## config.mk

```make
export PLATFORM = sky130hd
export DESIGN_NAME = lrb_skid
export DESIGN_NICKNAME = d
export VERILOG_FILES = /design/src/rtl/core/lrb_pkg.sv /design/src/rtl/core/lrb_skid.sv
export SDC_FILE = /design/constraint.sdc
export NUM_CORES = 1
export LEC_CHECK = 0
export BUFFER_PORTS_ARGS = -buffer_cell sky130_fd_sc_hd__buf_2
export CAP_MARGIN = 20
export CORE_ASPECT_RATIO = 0.8
export CORE_MARGIN = 4
export CORE_UTILIZATION = 45
export DETAILED_ROUTE_END_ITERATION = 6
export GPL_ROUTABILITY_DRIVEN = 0
export PLACE_DENSITY = 0.7
export SETUP_SLACK_MARGIN = 0.02
export SLEW_MARGIN = 20
export SYNTH_ARGS = -nofsm -noshare
export SYNTH_HDL_FRONTEND = slang
export SYNTH_SLANG_ARGS = --single-unit
export TNS_END_PERCENT = 1
```

## constraint.sdc

```tcl
create_clock -name clk -period 8 [get_ports clk]
set_input_delay 1.2 -clock clk [delete_from_list [all_inputs] [get_ports clk]]
set_output_delay 1.2 -clock clk [all_outputs]
set_load 0.02 [all_outputs]
```

## src/rtl/core/lrb_pkg.sv

```systemverilog
// ----------------------------------------------------------------------------
// lrb_pkg
// Shared types, constants and tables of the landmark range and bearing block.
// ----------------------------------------------------------------------------
package lrb_pkg;

  // Default distance limit, Q16.16 metres.
  localparam int DIST_LIMIT_DEF   = 327680;
  // Default number of CORDIC iterations.
  localparam int CORDIC_STEPS_DEF = 20;
  // Most CORDIC iterations the arctangent table supports.
  localparam int MAX_STEPS        = 32;

  // Stages of the range path after the transform; the bearing path matches it.
  localparam int SQRT_LAT = 35;

  // Input and result widths.
  localparam int ID_W   = 10;
  localparam int POS_W  = 32;
  localparam int COEF_W = 18;
  localparam int BEAR_W = 19;

  // CORDIC datapath widths.
  localparam int CX_W = 52;
  localparam int Z_W  = 36;

  // Pi in Q32 radians.
  localparam logic signed [Z_W-1:0] PI_Q32 = 36'sd13493037705;

  // Configuration register indexes.
  typedef enum logic [2:0] {
    REG_ROT_XX  = 3'd0,
    REG_ROT_XY  = 3'd1,
    REG_ROT_XZ  = 3'd2,
    REG_SHIFT_X = 3'd3,
    REG_ROT_YX  = 3'd4,
    REG_ROT_YY  = 3'd5,
    REG_ROT_YZ  = 3'd6,
    REG_SHIFT_Y = 3'd7
  } reg_idx_t;

  // Configuration register set.
  typedef struct packed {
    logic signed [COEF_W-1:0] rot_xx;
    logic signed [COEF_W-1:0] rot_xy;
    logic signed [COEF_W-1:0] rot_xz;
    logic signed [POS_W-1:0]  shift_x;
    logic signed [COEF_W-1:0] rot_yx;
    logic signed [COEF_W-1:0] rot_yy;
    logic signed [COEF_W-1:0] rot_yz;
    logic signed [POS_W-1:0]  shift_y;
  } cfg_t;

  // Result item, out_id in the lowest bits.
  typedef struct packed {
    logic signed [BEAR_W-1:0] bearing;
    logic [POS_W-1:0]         range;
    logic [ID_W-1:0]          out_id;
  } res_t;

  // Arctangent of 2^-i in Q32 radians, rounded to nearest.
  function automatic logic [32:0] atan_q32(input logic [4:0] idx);
    logic [32:0] v;
    case (idx)
      5'd0:    v = 33'd3373259426;
      5'd1:    v = 33'd1991351317;
      5'd2:    v = 33'd1052175346;
      5'd3:    v = 33'd534100635;
      5'd4:    v = 33'd268086748;
      5'd5:    v = 33'd134174063;
      5'd6:    v = 33'd67103403;
      5'd7:    v = 33'd33553749;
      5'd8:    v = 33'd16777131;
      5'd9:    v = 33'd8388597;
      5'd10:   v = 33'd4194303;
      5'd11:   v = 33'd2097152;
      5'd12:   v = 33'd1048576;
      5'd13:   v = 33'd524288;
      5'd14:   v = 33'd262144;
      5'd15:   v = 33'd131072;
      5'd16:   v = 33'd65536;
      5'd17:   v = 33'd32768;
      5'd18:   v = 33'd16384;
      5'd19:   v = 33'd8192;
      5'd20:   v = 33'd4096;
      5'd21:   v = 33'd2048;
      5'd22:   v = 33'd1024;
      5'd23:   v = 33'd512;
      5'd24:   v = 33'd256;
      5'd25:   v = 33'd128;
      5'd26:   v = 33'd64;
      5'd27:   v = 33'd32;
      5'd28:   v = 33'd16;
      5'd29:   v = 33'd8;
      5'd30:   v = 33'd4;
      5'd31:   v = 33'd2;
      default: v = 33'd0;
    endcase
    return v;
  endfunction

endpackage

```

## src/rtl/core/lrb_skid.sv

```systemverilog
// ----------------------------------------------------------------------------
// lrb_skid
// Output register with a skid entry; stalls the pipeline only when both fill.
// ----------------------------------------------------------------------------
module lrb_skid (
  input  logic          clk,
  input  logic          rst_n,
  output logic          en,
  input  logic          in_valid,
  input  lrb_pkg::res_t in_data,
  output logic          out_valid,
  input  logic          out_ready,
  output lrb_pkg::res_t out_data
);

  logic          out_v_r, skid_v_r;
  lrb_pkg::res_t out_d_r, skid_d_r;
  logic          drain;

  // The pipeline moves while the skid entry is empty.
  assign en    = ~skid_v_r;
  assign drain = out_ready | ~out_v_r;

  always_ff @(posedge clk) begin
    if (!rst_n) begin
      out_v_r  <= 1'b0;
      skid_v_r <= 1'b0;
    end else if (drain) begin
      out_v_r  <= skid_v_r | in_valid;
      skid_v_r <= 1'b0;
    end else if (in_valid && en) begin
      skid_v_r <= 1'b1;
    end
  end

  always_ff @(posedge clk) begin
    if (drain) begin
      out_d_r <= skid_v_r ? skid_d_r : in_data;
    end
    if (!drain && en) begin
      skid_d_r <= in_data;
    end
  end

  assign out_valid = out_v_r;
  assign out_data  = out_d_r;

endmodule

```

; ---- After elaboration in Yosys (flattened, before gate mapping)
; Index checks and enable logic that the tools add are counted.
[word_totals]
register_bits = 124
latch_bits = 0
mem_bits_rw = 0
mem_bits_ro = 0
input_bits = 65
out_inout_bits = 63
wordCells = 18
n_memories = 0
[op_classes]
n_addsub = 0
mul = 0
div_mod_pow = 0
n_lt_le_gt_ge = 0
n_eq_ne = 0
shifts = 0
mux = 1
n_bitwise = 5
n_reduce_logical = 4
[ops]
columns = op, n
row1 = two-way mux 61 bit, 1
row2 = inverter 1 bit, 3
row3 = logical AND 1 bit, 2
row4 = bitwise OR 1 bit, 2
row5 = OR reduction 2 bit, 1
row6 = zero test 1 bit, 1

; ---- Depth between registers and ports, before layout
[logic_depth]
depth_word = 4
ltp_mapped = 4
mapped_depth_nobuf = 2

; ---- Worst setup path before layout
; No wires, ideal clock.
[synth_timing]
path_type = input-to-reg
startpoint = input port out_ready
endpoint = register skid_d_r[0] in the netlist's numbering (enable)
setup_time_ns = 0.480
arrival_time_ns = 5.452
required_ns = 7.520
slack_ns = 2.068
stages = 2
n_path_buf = 0
path_cell_list = nand2b_1 -> nor2_1
[synth_between]
elab_chain_len = 3
[synth_rtl]
columns = item, line_no
row1 = from (decl), lrb_skid.sv:12  ; input logic out_ready,
row2 = bitwise OR 1 bit, lrb_skid.sv:22  ; assign drain = out_ready | ~out_v_r;
row3 = zero test 1 bit, lrb_skid.sv:40  ; if (!drain && en) begin
row4 = logical AND 1 bit, lrb_skid.sv:40
row5 = to (signal assigned), lrb_skid.sv:41  ; skid_d_r <= in_data;
row6 = to (decl), lrb_skid.sv:17  ; lrb_pkg::res_t out_d_r, skid_d_r;
; Every way passes these cells.
; A chain may end at the register's enable or synchronous reset.

; ---- Worst setup path in the final report
[layout_timing]
startpoint = register skid_v_r
endpoint = output port en
[layout_between]
elab_chain_len = 1
[layout_rtl]
columns = item, line_no
row1 = from (decl), lrb_skid.sv:16  ; logic out_v_r, skid_v_r;
row2 = from (signal assigned), lrb_skid.sv:27  ; skid_v_r <= 1'b0;
row3 = from (signal assigned), lrb_skid.sv:30  ; skid_v_r <= 1'b0;
row4 = from (signal assigned), lrb_skid.sv:32  ; skid_v_r <= 1'b1;
row5 = inverter 1 bit, lrb_skid.sv:21  ; assign en = ~skid_v_r;
row6 = to (decl), lrb_skid.sv:8  ; output logic en,
; Every way passes these cells.

==> flow_metrics.tcl <==
set metrics [dict create \
    status "finished clean" \
    hold_viol 0 \
    dieArea_um2 12300 \
    io_buffers 127 \
    nets 404 \
    ys_warn_count 0 \
    cts_resized 0 \
    max_freq_mhz 312 \
    setup_tns_ps 0 \
    timing.critical_path.from_type "flop" \
    hold_buffers 0 \
    grt_pass1_vias 2263 \
    grt_max_degree 65 \
    ys_seq_area_frac 0.775 \
    clkSlewWorstSetupHoldPaths_ps 50 \
    antenna_found_initial 0 \
    crit_type "flop to output port" \
    tritoncts "built" \
    synth_area_per_cell_um2 24.1 \
    irDropWorstVdd_v 0.000210 \
    vias_per_cell 4.61 \
    cp_max_fo 34 \
    drive_gt1_frac 0.630 \
    dp_cells 460 \
    n_antenna_cell 0 \
    fin_cells 491 \
    syn2layout_area_growth_pct 26.6 \
    cts.sinks 124 \
    cap_violations 0 \
    firstDrtPassIters 4 \
    die_h_um 100 \
    clock_latency_ps 400 \
    ys_ff_latch 124 \
    syn-num-nets 263 \
    slew_headroom 0.433 \
    grt_overflow 0 \
    setup_viol 0 \
    post_cts_buffers 0 \
    p_leak_nw 2.40 \
    rsz0062_at_grt "false" \
    initial_core_util 0.463 \
    power.density_nw_per_um2 265 \
    finClkSkew_ps 6.81 \
    drc_errors 0 \
    drtIter0Drc 138 \
    syn-cell-area_um2 4780 \
    hold_path_class "flop to flop" \
    post-dp-hpwl_mm 5.37 \
    cts-root-buf "clkbuf_16" \
    layout_commonest_cell "buf_2" \
    htreeDepth 4 \
    arrival_ps 2010 \
    cts_buffers 17 \
    critPathCaptureType "output port" \
    grt_usage 0.135 \
    period_minus_slack_ps 3210 \
    ant_nets 0 \
    hold_slack_ps 541 \
    via_count 2263 \
    fin_crit_sh 0.401 \
    routed_wirelength_mm 7.84 \
    die_w_um 123 \
    required_ps 6800 \
    final_cell_mix "127 x buf_2, 122 x edfxtp_1, 57 x mux2_4" \
    num_rows 33 \
    core_area_um2 10300 \
    grt_pass1_wl_mm 11.9 \
    wire_per_inst_um 16.0 \
    tightest_slew_ps 851 \
    cts_buffer_depth 2 \
    yosysUniqueCellTypes 12 \
    synth_cells 198 \
    io_pins 128 \
    final_max_slew_viol_count 0 \
]
layout make-up:
class | count | area [um^2]
inverter | 1 | 3.75
timing repair buffer | 129 | 651
multi-input combinational | 66 | 952
sequential | 124 | 3710
fill | 799 | 4280
tap | 140 | 175
clock buffer | 19 | 433
clock inverter | 12 | 124
flip-flops by register name (all words and copies together) (netlist names):
| register | count |
|---|---|
| out_data | 61 |
| skid_d_r | 61 |
| out_valid | 1 |
| skid_v_r | 1 |
cells in the mapped netlist:
cell type | instances | share of area
edfxtp_1 | 122 | 0.77
mux2_4 | 57 | 0.18
buf_12 | 6 | 0.025
mux2_2 | 4 | 0.0094
dfxtp_1 | 2 | 0.0084
a21boi_1 | 1 | 0.0016
buf_6 | 1 | 0.0024
inv_1 | 1 | 0.00079
nand2b_1 | 1 | 0.0013
nor2_1 | 1 | 0.00079
nor2_2 | 1 | 0.0013
nor3b_2 | 1 | 0.0026
report_power, final:
part / internal (mW) / total [mW] / switching (mW)
Combinational: 0.0539 / 0.122 / 0.0681
Clock: 0.453 / 0.710 / 0.257
Sequential: 0.758 / 0.769 / 0.0119
Total: 1.26 / 1.60 / 0.337
metrics by stage:
stage / util / setup WS, ps / power (mW) / cell area (um^2)
after floorplan: - / 2070 / 0.857 / 4780
after global placement: 0.532 / 4400 / 0.904 / 5490
after detailed placement: 0.532 / 4360 / 0.906 / 5490
after CTS: 0.586 / 4740 / 1.62 / 6050
after global routing: 0.586 / 4640 / 1.67 / 6050
final: 0.586 / 4790 / 1.60 / 6050
path summary, 6_finish.rpt:
kind	startpoint	endpoint	slack, ps	depth (start not counted)
setup / recovery	skid_v_r$_SDFFE_PP0P_	en	4790	3
hold / removal	skid_d_r[14]$_DFFE_PP_	out_data[14]$_DFFE_PP_	540	1
setup reg to reg	out_valid$_SDFFE_PN0P_	skid_d_r[22]$_DFFE_PP_	5480	3
hold reg to reg	skid_d_r[14]$_DFFE_PP_	out_data[14]$_DFFE_PP_	540	1
layer usage:
metal | wire length, um | GRT usage
met5 | 0 | 0
met3 | 687 | 0.0603
met4 | 127 | 0.0664
met2 | 3580 | 0.194
met1 | 3450 | 0.175
critical path: stages (launching register included):
cell,delay (ps)
dfxtp_4,730
buf_4,580
inv_1,80
buf_2,170
cell families after synthesis:
| family | Yosys count | synth area share |
|---|---|---|
| AND/OR/NAND/NOR | 4 | 0.00603 |
| AO/OA/AOI/OAI | 1 | 0.00157 |
| multiplexers | 61 | 0.189 |
| buffers and inverters | 8 | 0.0283 |
| flip-flops | 124 | 0.775 |
Power figures use the tool's default switching activity.
